## config.mk

```make
export PLATFORM = sky130hd
export DESIGN_NAME = ring_log_offset_lookup_unit
export DESIGN_NICKNAME = d
export VERILOG_FILES = /design/src/rtl/core/rlol_pkg.sv /design/src/rtl/core/rlol_ctrl.sv /design/src/rtl/core/rlol_datapath.sv /design/src/rtl/core/ring_log_offset_lookup_unit.sv
export SDC_FILE = /design/constraint.sdc
export NUM_CORES = 1
export LEC_CHECK = 0
export ABC_CLOCK_PERIOD_IN_PS = 7100
export BUFFER_PORTS_ARGS = -buffer_cell sky130_fd_sc_hd__buf_2
export CAP_MARGIN = 20
export CORE_MARGIN = 1
export CORE_UTILIZATION = 30
export DETAILED_ROUTE_END_ITERATION = 7
export MAX_ROUTING_LAYER = met4
export RECOVER_POWER = 50
export SYNTH_ARGS = -nofsm -noshare
export SYNTH_HDL_FRONTEND = slang
export SYNTH_SLANG_ARGS = --single-unit
export TNS_END_PERCENT = 20
```

## constraint.sdc

```tcl
create_clock -name clk_i -period 7.1 [get_ports clk_i]
set_input_delay 0.355 -clock clk_i [delete_from_list [all_inputs] [get_ports clk_i]]
set_output_delay 0.355 -clock clk_i [all_outputs]
set_load 0.005 [all_outputs]
```

## src/rtl/core/rlol_pkg.sv

```systemverilog
`default_nettype none

package rlol_pkg;

  // ring geometry
  localparam int unsigned Depth   = 16;
  localparam int unsigned PtrW    = (Depth > 1) ? $clog2(Depth) : 1;

  // field widths
  localparam int unsigned HandleW = 32;
  localparam int unsigned LenW    = 20;
  localparam int unsigned OffW    = 24;
  localparam int unsigned SlotW   = 4;

  // opcodes
  localparam logic OpAdd  = 1'b0;
  localparam logic OpFind = 1'b1;

  typedef logic [PtrW-1:0] ptr_t;

  // controller to datapath
  typedef struct packed {
    logic load;   // capture the new item
    logic add;    // write slot and move pointers
    logic walk;   // process one slot of a find
  } dp_cmd_t;

  // datapath to controller
  typedef struct packed {
    logic walk_done;  // hit found or last slot processed
  } dp_sts_t;

  typedef enum logic [3:0] {
    StIdle = 4'b0001,
    StAdd  = 4'b0010,
    StWalk = 4'b0100,
    StResp = 4'b1000
  } state_e;

endpackage

`default_nettype wire

```

## src/rtl/core/rlol_ctrl.sv

```systemverilog
`default_nettype none

module rlol_ctrl
  import rlol_pkg::*;
(
  input  wire logic    clk_i,
  input  wire logic    rst_ni,
  input  wire logic    start_i,
  input  wire logic    opcode_i,
  input  wire dp_sts_t sts_i,
  output dp_cmd_t      cmd_o,
  output logic         busy_o,
  output logic         done_o
);

  state_e state_q, state_d;

  always_comb begin
    state_d = state_q;
    case (state_q)
      StIdle: begin
        if (start_i) begin
          state_d = (opcode_i == OpAdd) ? StAdd : StWalk;
        end
      end
      StAdd:  state_d = StResp;
      StWalk: begin
        if (sts_i.walk_done) begin
          state_d = StResp;
        end
      end
      StResp: state_d = StIdle;
      default: state_d = StIdle;
    endcase
  end

  always_ff @(posedge clk_i or negedge rst_ni) begin
    if (!rst_ni) begin
      state_q <= StIdle;
    end else begin
      state_q <= state_d;
    end
  end

  always_comb begin
    cmd_o.load = (state_q == StIdle) && start_i;
    cmd_o.add  = (state_q == StAdd);
    cmd_o.walk = (state_q == StWalk);
  end

  assign busy_o = (state_q != StIdle);
  assign done_o = (state_q == StResp);

  a_start_busy: assert property (@(posedge clk_i) disable iff (!rst_ni)
    (start_i && !busy_o) |=> busy_o)
    else $error("accepted item did not raise busy");

  a_done_single: assert property (@(posedge clk_i) disable iff (!rst_ni)
    done_o |=> !done_o)
    else $error("result strobe longer than one cycle");

  a_walk_to_resp: assert property (@(posedge clk_i) disable iff (!rst_ni)
    (cmd_o.walk && sts_i.walk_done) |=> done_o)
    else $error("finished walk did not deliver a result");

endmodule

`default_nettype wire

```

## src/rtl/core/rlol_datapath.sv

```systemverilog
`default_nettype none

module rlol_datapath
  import rlol_pkg::*;
(
  input  wire logic               clk_i,
  input  wire logic               rst_ni,
  input  wire dp_cmd_t            cmd_i,
  input  wire logic [HandleW-1:0] record_handle_i,
  input  wire logic [LenW-1:0]    record_length_i,
  input  wire logic [OffW-1:0]    char_offset_i,
  output dp_sts_t                 sts_o,
  output logic                    found_o,
  output logic [SlotW-1:0]        slot_index_o,
  output logic [HandleW-1:0]      found_handle_o,
  output logic [LenW-1:0]         found_length_o,
  output logic [LenW-1:0]         byte_in_record_o,
  output logic                    ring_full_o
);

  // slot storage, valid bits stand in for the cleared reset contents
  logic [HandleW-1:0] handle_mem_q [Depth];
  logic [LenW-1:0]    length_mem_q [Depth];
  logic [Depth-1:0]   valid_q;

  ptr_t wp_q, rp_q, step_q;
  ptr_t wp_next, rp_next;
  logic full_q;

  logic [HandleW-1:0] in_handle_q;
  logic [LenW-1:0]    in_length_q;
  logic [OffW-1:0]    offset_q;
  logic [OffW-1:0]    sum_q;

  logic               found_q;
  logic [SlotW-1:0]   slot_q;
  logic [HandleW-1:0] fhandle_q;
  logic [LenW-1:0]    flength_q;
  logic [LenW-1:0]    byte_q;

  // walk address
  logic [PtrW:0]      idx_wide;
  ptr_t               idx;
  logic [HandleW-1:0] rd_handle;
  logic [LenW-1:0]    rd_length;
  logic [OffW:0]      sum_wide;
  logic [OffW-1:0]    sum_sat;
  logic [OffW-1:0]    byte_wide;
  logic               hit;
  logic               last_step;

  assign wp_next = (wp_q == PtrW'(Depth - 1)) ? '0 : wp_q + ptr_t'(1);
  assign rp_next = (rp_q == PtrW'(Depth - 1)) ? '0 : rp_q + ptr_t'(1);

  always_comb begin
    idx_wide = {1'b0, rp_q} + {1'b0, step_q};
    if (idx_wide >= (PtrW + 1)'(Depth)) begin
      idx = PtrW'(idx_wide - (PtrW + 1)'(Depth));
    end else begin
      idx = idx_wide[PtrW-1:0];
    end
    rd_handle = valid_q[idx] ? handle_mem_q[idx] : '0;
    rd_length = valid_q[idx] ? length_mem_q[idx] : '0;
    sum_wide  = {1'b0, sum_q} + (OffW + 1)'(rd_length);
    sum_sat   = sum_wide[OffW] ? '1 : sum_wide[OffW-1:0];
    hit       = sum_sat > offset_q;
    byte_wide = offset_q - sum_q;
    last_step = (step_q == PtrW'(Depth - 1));
  end

  assign sts_o.walk_done = hit || last_step;

  // control state: pointers, full flag, valid bits, walk counter
  always_ff @(posedge clk_i or negedge rst_ni) begin
    if (!rst_ni) begin
      wp_q    <= '0;
      rp_q    <= '0;
      full_q  <= 1'b0;
      valid_q <= '0;
      step_q  <= '0;
    end else begin
      if (cmd_i.load) begin
        step_q <= '0;
      end else if (cmd_i.walk) begin
        step_q <= last_step ? step_q : step_q + ptr_t'(1);
      end
      if (cmd_i.add) begin
        valid_q[wp_q] <= 1'b1;
        wp_q          <= wp_next;
        if (full_q) begin
          rp_q   <= rp_next;
          full_q <= (wp_next == rp_next);
        end else begin
          full_q <= (wp_next == rp_q);
        end
      end
    end
  end

  // payload: slot contents, captured item, running sum, result
  always_ff @(posedge clk_i) begin
    if (cmd_i.add) begin
      handle_mem_q[wp_q] <= in_handle_q;
      length_mem_q[wp_q] <= in_length_q;
    end
    if (cmd_i.load) begin
      in_handle_q <= record_handle_i;
      in_length_q <= record_length_i;
      offset_q    <= char_offset_i;
      sum_q       <= '0;
      found_q     <= 1'b0;
      slot_q      <= '0;
      fhandle_q   <= '0;
      flength_q   <= '0;
      byte_q      <= '0;
    end else if (cmd_i.walk) begin
      sum_q <= sum_sat;
      if (hit) begin
        found_q   <= 1'b1;
        slot_q    <= SlotW'(idx);
        fhandle_q <= rd_handle;
        flength_q <= rd_length;
        byte_q    <= byte_wide[LenW-1:0];
      end
    end
  end

  assign found_o          = found_q;
  assign slot_index_o     = slot_q;
  assign found_handle_o   = fhandle_q;
  assign found_length_o   = flength_q;
  assign byte_in_record_o = byte_q;
  assign ring_full_o      = full_q;

  a_full_meet: assert property (@(posedge clk_i) disable iff (!rst_ni)
    full_q |-> (wp_q == rp_q))
    else $error("full flag set while pointers differ");

  a_add_valid: assert property (@(posedge clk_i) disable iff (!rst_ni)
    cmd_i.add |=> valid_q[$past(wp_q)])
    else $error("written slot not marked valid");

  a_walk_range: assert property (@(posedge clk_i) disable iff (!rst_ni)
    cmd_i.walk |-> (step_q <= PtrW'(Depth - 1)))
    else $error("walk counter beyond ring depth");

endmodule

`default_nettype wire

```

## src/rtl/core/ring_log_offset_lookup_unit.sv

```systemverilog
`default_nettype none

// Ring of 16 record slots (handle and byte length) that overwrites the oldest
// record once full. An item is transferred at a clock edge with start high
// and busy low; opcode_i selects add (0) or find (1). Each item yields
// exactly one result, shown for a single cycle with done_o high. The receiver
// cannot stall: the result must be taken in that cycle. An add goes through
// the add state to the response state. A find walks k slots (1 to 16,
// stopping at the slot that holds the offset) before its response. The walk
// reads one slot per cycle through the single read port of the slot store,
// oldest record first, with a saturating 24-bit running sum. busy falls right
// after the strobe, so no new item is transferred before its predecessor's
// result has been shown. ring_full_o reports the full flag after the item.
// After reset every slot reads as zero length.

module ring_log_offset_lookup_unit
  import rlol_pkg::*;
(
  input  wire logic               clk_i,
  input  wire logic               rst_ni,
  // command side
  input  wire logic               start,
  output logic                    busy,
  input  wire logic               opcode_i,
  input  wire logic [HandleW-1:0] record_handle_i,
  input  wire logic [LenW-1:0]    record_length_i,
  input  wire logic [OffW-1:0]    char_offset_i,
  // result side
  output logic                    done_o,
  output logic                    found_o,
  output logic [SlotW-1:0]        slot_index_o,
  output logic [HandleW-1:0]      found_handle_o,
  output logic [LenW-1:0]         found_length_o,
  output logic [LenW-1:0]         byte_in_record_o,
  output logic                    ring_full_o
);

  // command and status between controller and datapath
  dp_cmd_t cmd;
  dp_sts_t sts;

  rlol_ctrl u_ctrl (
    .clk_i    (clk_i),
    .rst_ni   (rst_ni),
    .start_i  (start),
    .opcode_i (opcode_i),
    .sts_i    (sts),
    .cmd_o    (cmd),
    .busy_o   (busy),
    .done_o   (done_o)
  );

  // slot store, pointers, walk adder and result registers
  rlol_datapath u_datapath (
    .clk_i            (clk_i),
    .rst_ni           (rst_ni),
    .cmd_i            (cmd),
    .record_handle_i  (record_handle_i),
    .record_length_i  (record_length_i),
    .char_offset_i    (char_offset_i),
    .sts_o            (sts),
    .found_o          (found_o),
    .slot_index_o     (slot_index_o),
    .found_handle_o   (found_handle_o),
    .found_length_o   (found_length_o),
    .byte_in_record_o (byte_in_record_o),
    .ring_full_o      (ring_full_o)
  );

endmodule

`default_nettype wire

```

==> summary.md, run 1 <==
| Metric | Value |
|---|---|
| Outcome | `finished with violations` |
| Failing checks | `capacitance limit, slew limit` |
| Initial antenna violation count | `7` |
| Clock buffer depth | `3` |
| Syn nets | `2647` |
| Fin cells | `4765` |
| IO buf count | `roughly 160` |
| Final HPWL DP | `60890 µm` |
| Placed cell areas | `between 40000 and 50000 µm²` |
| Worst r2r dst | `u_datapath.byte_in_record_o[17]$_SDFFE_PP0P_` |
| Synth Register Bits | `1042` |
| Syn_area_per_cell | `16.92 µm²` |
| Crit-path max cell delay | `0.89 ns` |
| Synth Flop Type | `edfxtp_1` |
| Mapped cell area | `42160 µm²` |
| Worst VDD drop | `about 0.6 mV` |
| Die width | `376.9 µm` |
| Critical path's top delay family | `adder cells` |
| Number of global-route vias before repair | `between 20000 and 25000` |
| Clock Latency Late Sink | `~0.7 ns` |
| Crit path capture type | `flip-flop` |
| Yosys cell types | `76` |
| Die height | `between 300 and 400 µm` |
| Via Count | `between 20000 and 25000` |
| Final Power | `20.85 mW` |
| Met3 Track Usage GR | `0.02986` |
| Clock buffer count from CTS | `99` |
| Multi-input gate area | `11540 µm²` |
| Buf/Inv on CP | `7` |
| Post-Route WL | `106300 µm` |
| Max-Cap Viols | `3` |
| Commonest non-fill, non-tap cell in the layout | `edfxtp_1` |
| Critical Path AT | `7.24 ns` |
| Net count, final | `2958` |
| Sequential share of the synthesized area | `0.7143` |
| Fraction of layout cells with a size suffix above 1 | `0.2123` |
| Num rows | `137` |
| Post-synth top area share | `0.6467` |
| Vias/cell | `4.871` |
| CP startpoint kind | `flip-flop` |
| Placed insts | `4494` |
| CP Launch Point | `u_datapath.step_q[0]$_DFFE_PN0P_` |
| GRT Residual Overflow | `0` |
| GRT Total Usage | `0.1526` |
| Final ANT Viol Nets | `0` |
| GRT busiest layer | `met2` |
| Dpl ws | `0.03572 ns` |
| Pins Over Slew Limit | `68` |
| Final Hold Vio Count | `0` |
| Synth Warn # | `0` |
| CP endpoint | `u_datapath.byte_in_record_o[17]$_SDFFE_PP0P_` |
| Clock transition time at the flip-flop clock pins of the worst setup and hold paths | `approximately 0.07 ns` |
| Crit-path max FO | `31` |
| Layout fillers | `between 10000 and 15000` |
| Hold path cells | `2` |
| FF-to-FF path depth | `29` |
| Final setup margin | `0.4260 ns` |
| Die Area | `142000 µm²` |
| Ratio of total power to cell area | `approximately 420 nW/µm²` |
| Final setup violation count | `0` |
| Relative slew slack | `-0.5933` |
| CP dominant cell by count | `buf_4` |
| Area Growth Syn to Fin | `18.49%` |
| DR WL/cell | `22.31 µm` |
| TNS Setup | `0 ns` |
| Worst r2r src | `u_datapath.step_q[0]$_DFFE_PN0P_` |
| Critical path depth in cells | `29` |
| Async SR Flop Fraction | `0.03167` |
| Register area | `approximately 30000 µm²` |
| # clock sinks | `1042` |
| Core area | `139500 µm²` |
| Largest net degree at the start of global routing | `108` |
| First drt pass iteration count | `7` |
| Pin slew with the least headroom to its limit | `approximately 2.4 ns` |
| DRT iter0 DRCs | `2125` |
| Initial core utilization | `0.3021` |
| Clock H-tree levels | `3` |
| Clock skew | `0.03108 ns` |
| Commonest non-fill, non-tap cells in the layout | `edfxtp_1 (908), nand2_1 (291), mux4_2 (212), clkbuf_1 (118), nand3_1 (108)` |
| Max Fclk | `around 150 MHz` |
| Largest area contributor in the netlist | `edfxtp_1` |
| Hold WC Path Type | `input port to flip-flop` |
| Period minus WS final | `around 6.7 ns` |
| Cells after synthesis | `2492` |
| Post-synth EDFFs | `908` |
| Root buffer cell | `clkbuf_16` |
| Critical Path Slowest Stage Cell | `fa_4` |
| First-pass GRT wire length | `155700 µm` |
| Worst setup path class | `flip-flop to flip-flop` |
| GR Util met2 | `0.2367` |
| Reg2Reg Setup Slack | `0.43 ns` |
| CTS tree | `built` |
| # IOs | `160` |
| Final period utilization | `0.9400` |
| Worst Path Required | `7.66 ns` |
| Synth top area cells | `edfxtp_1 (65%), mux4_2 (11%), dfxtp_1 (4.8%), nand2_1 (2.6%), ha_1 (2.1%)` |
| Remaining DRCs | `0` |
| Cell area after layout | `49950 µm²` |
| P_leak | `16.70 nW` |
| RePlAce Congestion | `0.8205` |
| Met1 Resource Use GR | `0.2085` |
[how the worst min path moves through the flow]
stage                                        from  slack (ns)                                    to
2_1_floorplan                              rst_ni        0.06         u_ctrl.state_q[1]$_DFFE_PN0P_
3_3_place_gp   u_datapath.valid_q[14]$_DFFE_PN0P_        0.45    u_datapath.valid_q[14]$_DFFE_PN0P_
3_5_place_dp    u_datapath.valid_q[1]$_DFFE_PN0P_        0.45     u_datapath.valid_q[1]$_DFFE_PN0P_
4_1_cts                       record_handle_i[17]        0.32  u_datapath.in_handle_q[17]$_DFFE_PP_
5_1_grt                       record_handle_i[20]        0.33  u_datapath.in_handle_q[20]$_DFFE_PP_
6_report                      record_handle_i[10]        0.36  u_datapath.in_handle_q[10]$_DFFE_PP_
[cells by family after synthesis]
family / synth area share
DFF: 0.7143
adders and majority gates: 0.02279
xor gates and xnor gates: 0.009913
AOI/OAI and AO/OA: 0.03971
buffers and inverters: 0.01855
and+or+nand+nor: 0.07179
muxes: 0.1229
[sequential cells by signal, summed over array words and instances (netlist names), 16 cells and up]
register                     count
u_datapath.found_length_o       20
u_datapath.found_handle_o       32
u_datapath.offset_q             24
u_datapath.handle_mem_q        512
u_datapath.sum_q                24
u_datapath.in_handle_q          32
u_datapath.length_mem_q        320
u_datapath.byte_in_record_o     20
u_datapath.valid_q              16
u_datapath.in_length_q          20
[synthesized netlist by cell type, drive strengths merged, types with 12 or more instances]
library cell,count
o21ai,39
edfxtp,908
mux2i,34
clkbuf,75
dfrtp,32
nand4,45
mux4,212
and2,15
xor2,20
buf,53
xnor2,26
a32oi,20
a211oi,14
nand3,108
or2,19
nand2b,38
a311oi,12
nand2,292
a21o,26
a21oi,78
dfxtp,101
nor3,12
nor2,81
ha,72
inv,53
[power breakdown]
group          total (mW)  switching [mW]  leakage (nW)  internal [mW]
registers            7.65           0.418          9.44           7.23
logic                7.72            4.18          5.61           3.53
clock network        5.48            2.35          1.65           3.14
[layer usage]
metal  up-vias  share of wire
met3       130          0.069
met4         0          0.018
li1      10400              -
met5         -              0
met2       739           0.47
met1     11940           0.44
[final cells by class]
cell class                      count  share of cell area
Sequential cell                  1042              0.6029
Inverter                           54            0.004208
Antenna cell                        2           0.0001002
Timing Repair Buffer              338             0.04751
Tap cell                         1876             0.04699
Clock inverter                     48             0.01227
Clock buffer                      137             0.05510
Multi-Input combinational cell   1268              0.2310
[per-stage QoR]
| step | hold slack, ns | utilization |
|---|---|---|
| 2_1_floorplan | 0.05941 | - |
| 3_3_place_gp | 0.4533 | 0.3275 |
| 3_5_place_dp | 0.4477 | 0.3275 |
| 4_1_cts | 0.3158 | 0.3573 |
| 5_1_grt | 0.3296 | 0.3580 |
| 6_report | 0.3601 | 0.3580 |
[what timing repair did]
item	4_1_cts	5_1_grt
hold buffers	79	0
endpoints found under the setup margin	0	78
setup buffers	0	5
gates resized for setup	0	38
endpoints found under the hold margin	111	0
Power figures use the tool's default switching activity.
==> run 2, diff against run 1 <==
--- a/config.mk
+++ b/config.mk
@@ -10,6 +10,7 @@
 export CAP_MARGIN = 20
 export CORE_MARGIN = 1
 export CORE_UTILIZATION = 30
+export CTS_BUF_LIST = sky130_fd_sc_hd__clkbuf_8
 export DETAILED_ROUTE_END_ITERATION = 7
 export MAX_ROUTING_LAYER = met4
 export RECOVER_POWER = 50
==> run 2 against run 1 <==
The flow still finishes with violations (capacitance limit, slew limit). Largest power group unchanged. Die area stayed put. Global-route usage grew 0.18 points. Core utilization fell by 0.26 points. Cell area fell by 0.74%. Fmax down 0.23%. Critical path depth down 1. Sequential share of layout area increased by 0.45 points. Register-to-register slack got worse by 0.02 ns.
==> summary.md, run 2 (same netlist as run 1, synthesis figures left out) <==
| Metric | Value |
|---|---|
| IO buf count | `between 150 and 200` |
| Failing checks | `capacitance limit, slew limit` |
| FF-to-FF path depth | `28` |
| Worst Path Required | `7.82 ns` |
| Area Growth Syn to Fin | `17.61%` |
| Final Hold Vio Count | `0` |
| # clock sinks | `1042` |
| First-pass GRT wire length | `156900 µm` |
| Critical path depth in cells | `28` |
| Ratio of total power to cell area | `405.3 nW/µm²` |
| Crit path capture type | `flip-flop` |
| Max reg flops | `512` |
| Commonest non-fill, non-tap cell in the layout | `edfxtp_1` |
| Final HPWL DP | `60890 µm` |
| Final period utilization | `0.9421` |
| Reg with most FFs | `u_datapath.handle_mem_q` |
| Num rows | `137` |
| Pin slew with the least headroom to its limit | `2.374 ns` |
| First drt pass iteration count | `5` |
| Via Count | `23500` |
| Clock skew | `0.03973 ns` |
| Hold WC Path Type | `input port to flip-flop` |
| Max Fclk | `~150 MHz` |
| Die Area | `142000 µm²` |
| Critical Path AT | `7.41 ns` |
| GRT Total Usage | `0.1545` |
| RePlAce Congestion | `0.8205` |
| P_leak | `16.82 nW` |
| Clock buffer count from CTS | `roughly 160` |
| Buf/Inv on CP | `7` |
| CP startpoint kind | `flip-flop` |
| Net count, final | `3017` |
| Regs by FF count | `u_datapath.handle_mem_q x512, u_datapath.length_mem_q x320` |
| Crit-path max cell delay | `0.90 ns` |
| # IOs | `160` |
| Critical path's top delay family | `compound AO/OA/AOI/OAI gates` |
| Final setup violation count | `0` |
| Clock H-tree levels | `4` |
| Vias/cell | `between 4 and 5` |
| Period minus WS final | `6.689 ns` |
| Root buffer cell | `clkbuf_8` |
| Clock Latency Late Sink | `0.87 ns` |
| Clock buffer depth | `3` |
| Initial antenna violation count | `8` |
| Hold path cells | `2` |
| Pins Over Slew Limit | `68` |
| Worst VDD drop | `approximately 0.6 mV` |
| Largest net degree at the start of global routing | `~110` |
| Remaining DRCs | `0` |
| CTS tree | `built` |
| Outcome | `finished with violations` |
| Final ANT Viol Nets | `0` |
| Post-Route WL | `106900 µm` |
| Crit-path max FO | `31` |
| Number of global-route vias before repair | `23980` |
| Clock transition time at the flip-flop clock pins of the worst setup and hold paths | `approximately 0.06 ns` |
| Final Power | `20.10 mW` |
| Die height | `376.9 µm` |
| GRT Residual Overflow | `0` |
| Die width | `376.9 µm` |
| Max-Cap Viols | `3` |
| Hold_ws | `0.1909 ns` |
| Initial core utilization | `0.3021` |
| Core area | `between 100000 and 150000 µm²` |
| Commonest non-fill, non-tap cells in the layout | `edfxtp_1 (908), nand2_1 (291), mux4_2 (212), clkbuf_8 (172), inv_1 (121)` |
| Fraction of layout cells with a size suffix above 1 | `0.2183` |
| DRT iter0 DRCs | `2136` |
| Worst setup path class | `flip-flop to flip-flop` |
| DR WL/cell | `21.95 µm` |
| Layout fillers | `approximately 13000` |
| Relative slew slack | `-0.5828` |
| Critical Path Slowest Stage Cell | `fa_4` |
run 2: area by class of cell:
cell class,count,area [µm²],area share
sequential,1042,30120,0.6073
multi-input combinational,1268,11540,0.2327
timing repair buffer,338,2374,0.04787
clock buffer,172,2367,0.04774
tap,1876,2347,0.04734
clock inverter,117,624.3,0.01259
inverter,54,210.2,0.004239
antenna,3,7.507,0.0001514
run 2: metal layers:
layer  GRT usage  part of all wire  routed length (µm)  vias to the layer above
li1            -                 -                   -                    10540
met5           -                 0                   0                        -
met3     0.03487             0.070                7508                      155
met2      0.2382              0.47               50410                      777
met1      0.2054              0.44               47080                    12040
met4     0.04057             0.018                1883                        0
run 2: metrics by stage:
stage                     area (µm²)  setup TNS [ns]  std cells  setup slack (ns)    util
final                          49590               0       4870            0.4109  0.3554
after global routing           49590       -0.009387       4870         -0.009387  0.3554
after CTS                      49480               0       4862           0.03691  0.3546
after detailed placement       45700               0       4494           0.03572  0.3275
after global placement         45700               0       4494           0.05775  0.3275
after floorplan                42160               0       2492            0.6380       -
run 2: what timing repair did:
item,4_1_cts,5_1_grt
hold buffers,79,0
hold endpoints to repair,111,0
setup endpoints to repair,0,78
setup buffers,0,5
gates resized for setup,0,40
run 2: where the power goes:
group          total (mW)  internal [mW]  switching, mW
Combinational        7.71           3.54           4.18
Sequential           7.65           7.24          0.417
Clock                4.73           2.36           2.37
Total                20.1           13.1           6.97
run 2: final timing paths:
path / end / slack (ns) / from
worst min-delay path: u_datapath.in_handle_q[10]$_DFFE_PP_ / 0.19 / record_handle_i[10]
worst max-delay path: u_datapath.byte_in_record_o[17]$_SDFFE_PP0P_ / 0.41 / u_datapath.step_q[0]$_DFFE_PN0P_
worst max register to register: u_datapath.byte_in_record_o[17]$_SDFFE_PP0P_ / 0.41 / u_datapath.step_q[0]$_DFFE_PN0P_
max in group asynchronous: u_datapath.valid_q[8]$_DFFE_PN0P_ / 5.27 / rst_ni
worst min register to register: u_datapath.valid_q[1]$_DFFE_PN0P_ / 0.47 / u_datapath.valid_q[1]$_DFFE_PN0P_
min in group asynchronous: u_datapath.step_q[2]$_DFFE_PN0P_ / 0.66 / rst_ni
==> run 3, diff against run 2 <==
--- a/config.mk
+++ b/config.mk
@@ -5,14 +5,15 @@
 export SDC_FILE = /design/constraint.sdc
 export NUM_CORES = 1
 export LEC_CHECK = 0
-export ABC_CLOCK_PERIOD_IN_PS = 7100
+export ABC_CLOCK_PERIOD_IN_PS = 6100
 export BUFFER_PORTS_ARGS = -buffer_cell sky130_fd_sc_hd__buf_2
 export CAP_MARGIN = 20
 export CORE_MARGIN = 1
-export CORE_UTILIZATION = 30
+export CORE_UTILIZATION = 58
 export CTS_BUF_LIST = sky130_fd_sc_hd__clkbuf_8
 export DETAILED_ROUTE_END_ITERATION = 7
 export MAX_ROUTING_LAYER = met4
+export PLACE_DENSITY = 0.78
 export RECOVER_POWER = 50
 export SYNTH_ARGS = -nofsm -noshare
 export SYNTH_HDL_FRONTEND = slang
==> constraint.sdc (replaced) <==
create_clock -name clk_i -period 6.1 [get_ports clk_i]
set_input_delay 0.305 -clock clk_i [delete_from_list [all_inputs] [get_ports clk_i]]
set_output_delay 0.305 -clock clk_i [all_outputs]
set_load 0.005 [all_outputs]
==> run 3 against run 2 <==
The run ends with capacitance limit, slew limit, setup timing left. Critical endpoint is now u_datapath.found_handle_o[14]$_SDFFE_PP0P_. Clock-buffer cell count rose by 10. Wire length rose by 2.5%. Global-route usage rose by 15 points. Power rose by 27%. Sequential power rose by 17%. Setup slack got worse by 0.99 ns. Highest routed layer unchanged. Clock power rose by 22%.
==> summary.md, run 3 (same netlist as run 1, synthesis figures left out) <==
| Metric | Value |
|---|---|
| WHS Endpoint | `u_datapath.in_handle_q[7]$_DFFE_PP_` |
| Worst Path Required | `6.85 ns` |
| First-pass GRT wire length | `158900 µm` |
| Final period utilization | `1.094` |
| Commonest non-fill, non-tap cells in the layout | `edfxtp_1 (908), nand2_1 (278), mux4_2 (212), buf_4 (208), clkbuf_8 (182)` |
| Crit path capture type | `flip-flop` |
| GRT Total Usage | `0.3018` |
| Area Growth Syn to Fin | `20.59%` |
| Pins Over Slew Limit | `35` |
| Regs by FF count | `u_datapath.handle_mem_q x512, u_datapath.length_mem_q x320` |
| Number of global-route vias before repair | `about 26000` |
| Final ANT Viol Nets | `0` |
| Commonest non-fill, non-tap cell in the layout | `edfxtp_1` |
| Initial core utilization | `0.5877` |
| Register area | `30120 µm²` |
| RSZ-0062 raised after global routing | `yes` |
| Die width | `271.6 µm` |
| RePlAce Congestion | `0.9109` |
| Period minus WS final | `6.675 ns` |
| Root buffer cell | `clkbuf_8` |
| Die height | `271.6 µm` |
| Net count, final | `3179` |
| Final Hold Vio Count | `0` |
| # IOs | `160` |
| Worst r2r src | `u_datapath.rp_q[0]$_DFFE_PN0P_` |
| Post-Route WL | `109600 µm` |
| Clock buffer count from CTS | `roughly 160` |
| Critical Path Slowest Stage Cell | `fa_4` |
| Clock Latency Late Sink | `0.85 ns` |
| Reg with most FFs | `u_datapath.handle_mem_q` |
| Ratio of total power to cell area | `501.0 nW/µm²` |
| First drt pass iteration count | `8` |
| Num rows | `98` |
| CTS tree | `built` |
| GRT Residual Overflow | `0` |
| Max-Cap Viols | `2` |
| DRT iter0 DRCs | `roughly 3000` |
| P_leak | `roughly 18 nW` |
| # clock sinks | `1042` |
| Max reg flops | `512` |
| Hold_ws | `roughly 0.17 ns` |
| DR WL/cell | `approximately 27 µm` |
| FF-to-FF path depth | `31` |
| Largest net degree at the start of global routing | `110` |
| Failing checks | `capacitance limit, slew limit, setup timing` |
| Remaining DRCs | `0` |
| Max Fclk | `roughly 150 MHz` |
| Cell area after layout | `~51000 µm²` |
| Via Count | `25770` |
| Fraction of layout cells with a size suffix above 1 | `0.2986` |
| Clock skew | `0.06206 ns` |
| Outcome | `finished with violations` |
| Layout fillers | `4246` |
| CP dominant cell by count | `buf_12` |
| IO buf count | `about 160` |
| Clock H-tree levels | `4` |
| Placed cell areas | `45300 µm²` |
| Core area | `around 70000 µm²` |
| Final setup margin | `-0.5747 ns` |
| Relative slew slack | `-0.2350` |
| Worst r2r dst | `u_datapath.found_handle_o[14]$_SDFFE_PP0P_` |
| Clock transition time at the flip-flop clock pins of the worst setup and hold paths | `0.07 ns` |
| Hold path cells | `2` |
| Vias/cell | `about 6.3` |
| Hold WC Path Type | `input port to flip-flop` |
| Critical hold path startpoint | `record_handle_i[7]` |
| Reg2Reg Setup Slack | `-0.57 ns` |
| Crit-path max FO | `8` |
| Crit-path max cell delay | `between 0.8 and 0.9 ns` |
| Final HPWL DP | `57000 µm` |
| Pin slew with the least headroom to its limit | `1.852 ns` |
| Critical Path AT | `7.43 ns` |
| Final setup violation count | `79` |
| Clock buffer depth | `3` |
| Worst setup path class | `flip-flop to flip-flop` |
| Final Power | `25.47 mW` |
| Die Area | `73770 µm²` |
| CP startpoint kind | `flip-flop` |
| Initial antenna violation count | `2` |
| Multi-input gate area | `12020 µm²` |
| Worst VDD drop | `0.3290 mV` |
[run 3: cell types whose count changed in the layout (fill, tap and decap cells not counted), sizes merged]
cell      change
buf         +205
clkinvlp      -1
clkbuf       -38
inv           +8
[run 3: metal layers]
metal,global-route usage,wire length [µm],up-vias
li1,-,-,10870
met1,0.3773,40150,12980
met2,0.4778,54560,1628
met3,0.05847,10340,298
met4,0.1449,4527,0
met5,-,0,-
[run 3: report_power, final]
| part | total [mW] | internal (mW) | switching (mW) |
|---|---|---|---|
| registers | 8.93 | 8.43 | 0.500 |
| clock network | 5.77 | 2.92 | 2.85 |
| logic | 10.8 | 5.32 | 5.45 |
[run 3: worst max path at each step]
| stage | startpoint | to | slack, ns | cells past startpoint |
|---|---|---|---|---|
| after floorplan | u_datapath.rp_q[0]$_DFFE_PN0P_ | u_datapath.found_length_o[18]$_SDFFE_PP0P_ | 0.02 | 28 |
| after global placement | u_datapath.step_q[0]$_DFFE_PN0P_ | u_datapath.found_handle_o[10]$_SDFFE_PP0P_ | -0.50 | 26 |
| after detailed placement | u_datapath.step_q[0]$_DFFE_PN0P_ | u_datapath.byte_in_record_o[3]$_SDFFE_PP0P_ | -0.69 | 26 |
| after CTS | u_datapath.step_q[0]$_DFFE_PN0P_ | u_datapath.byte_in_record_o[5]$_SDFFE_PP0P_ | -0.35 | 29 |
| after global routing | u_datapath.rp_q[0]$_DFFE_PN0P_ | u_datapath.found_handle_o[14]$_SDFFE_PP0P_ | -0.75 | 31 |
| final | u_datapath.rp_q[0]$_DFFE_PN0P_ | u_datapath.found_handle_o[14]$_SDFFE_PP0P_ | -0.57 | 31 |
[run 3: area by class of cell]
| cell class | instances | share of cell area |
|---|---|---|
| diodes | 3 | 0.0001477 |
| clock buffers | 182 | 0.04927 |
| clock inverters | 124 | 0.01408 |
| inverters | 54 | 0.004085 |
| flip-flops and latches | 1042 | 0.5924 |
| multi-input cells | 1268 | 0.2365 |
| well taps | 950 | 0.02338 |
| repair buffers | 495 | 0.08021 |
[run 3: stage by stage]
| stage | cells | setup slack [ns] | utilization | TNS, ns |
|---|---|---|---|---|
| after detailed placement | 3672 | -0.6874 | 0.6315 | -47.35 |
| after global routing | 4117 | -0.7504 | 0.7087 | -46.57 |
| after CTS | 4099 | -0.3519 | 0.7035 | -20.20 |
| after floorplan | 2492 | 0.02491 | - | 0 |
| after global placement | 3672 | -0.5009 | 0.6315 | -33.84 |
| final | 4118 | -0.5747 | 0.7088 | -32.78 |
[run 3: repair_timing]
action                                 4_1_cts  5_1_grt
hold buffers                                79        0
cloned                                      12        2
setup endpoints to repair                   79       79
buffers inserted                            30       16
endpoints found under the hold margin      112        0
gates resized for setup                    113       59
pin swaps                                   38       48
[run 3: worst max-delay path, delay by kind of cell (launching register included)]
family	cells	cell delay, ns
compound gates	9	1.56
fa+ha+maj	5	2.00
xor+xnor	1	0.26
flops	1	0.41
simple gates	8	0.97
buf+inv	7	1.08
mux	1	0.32
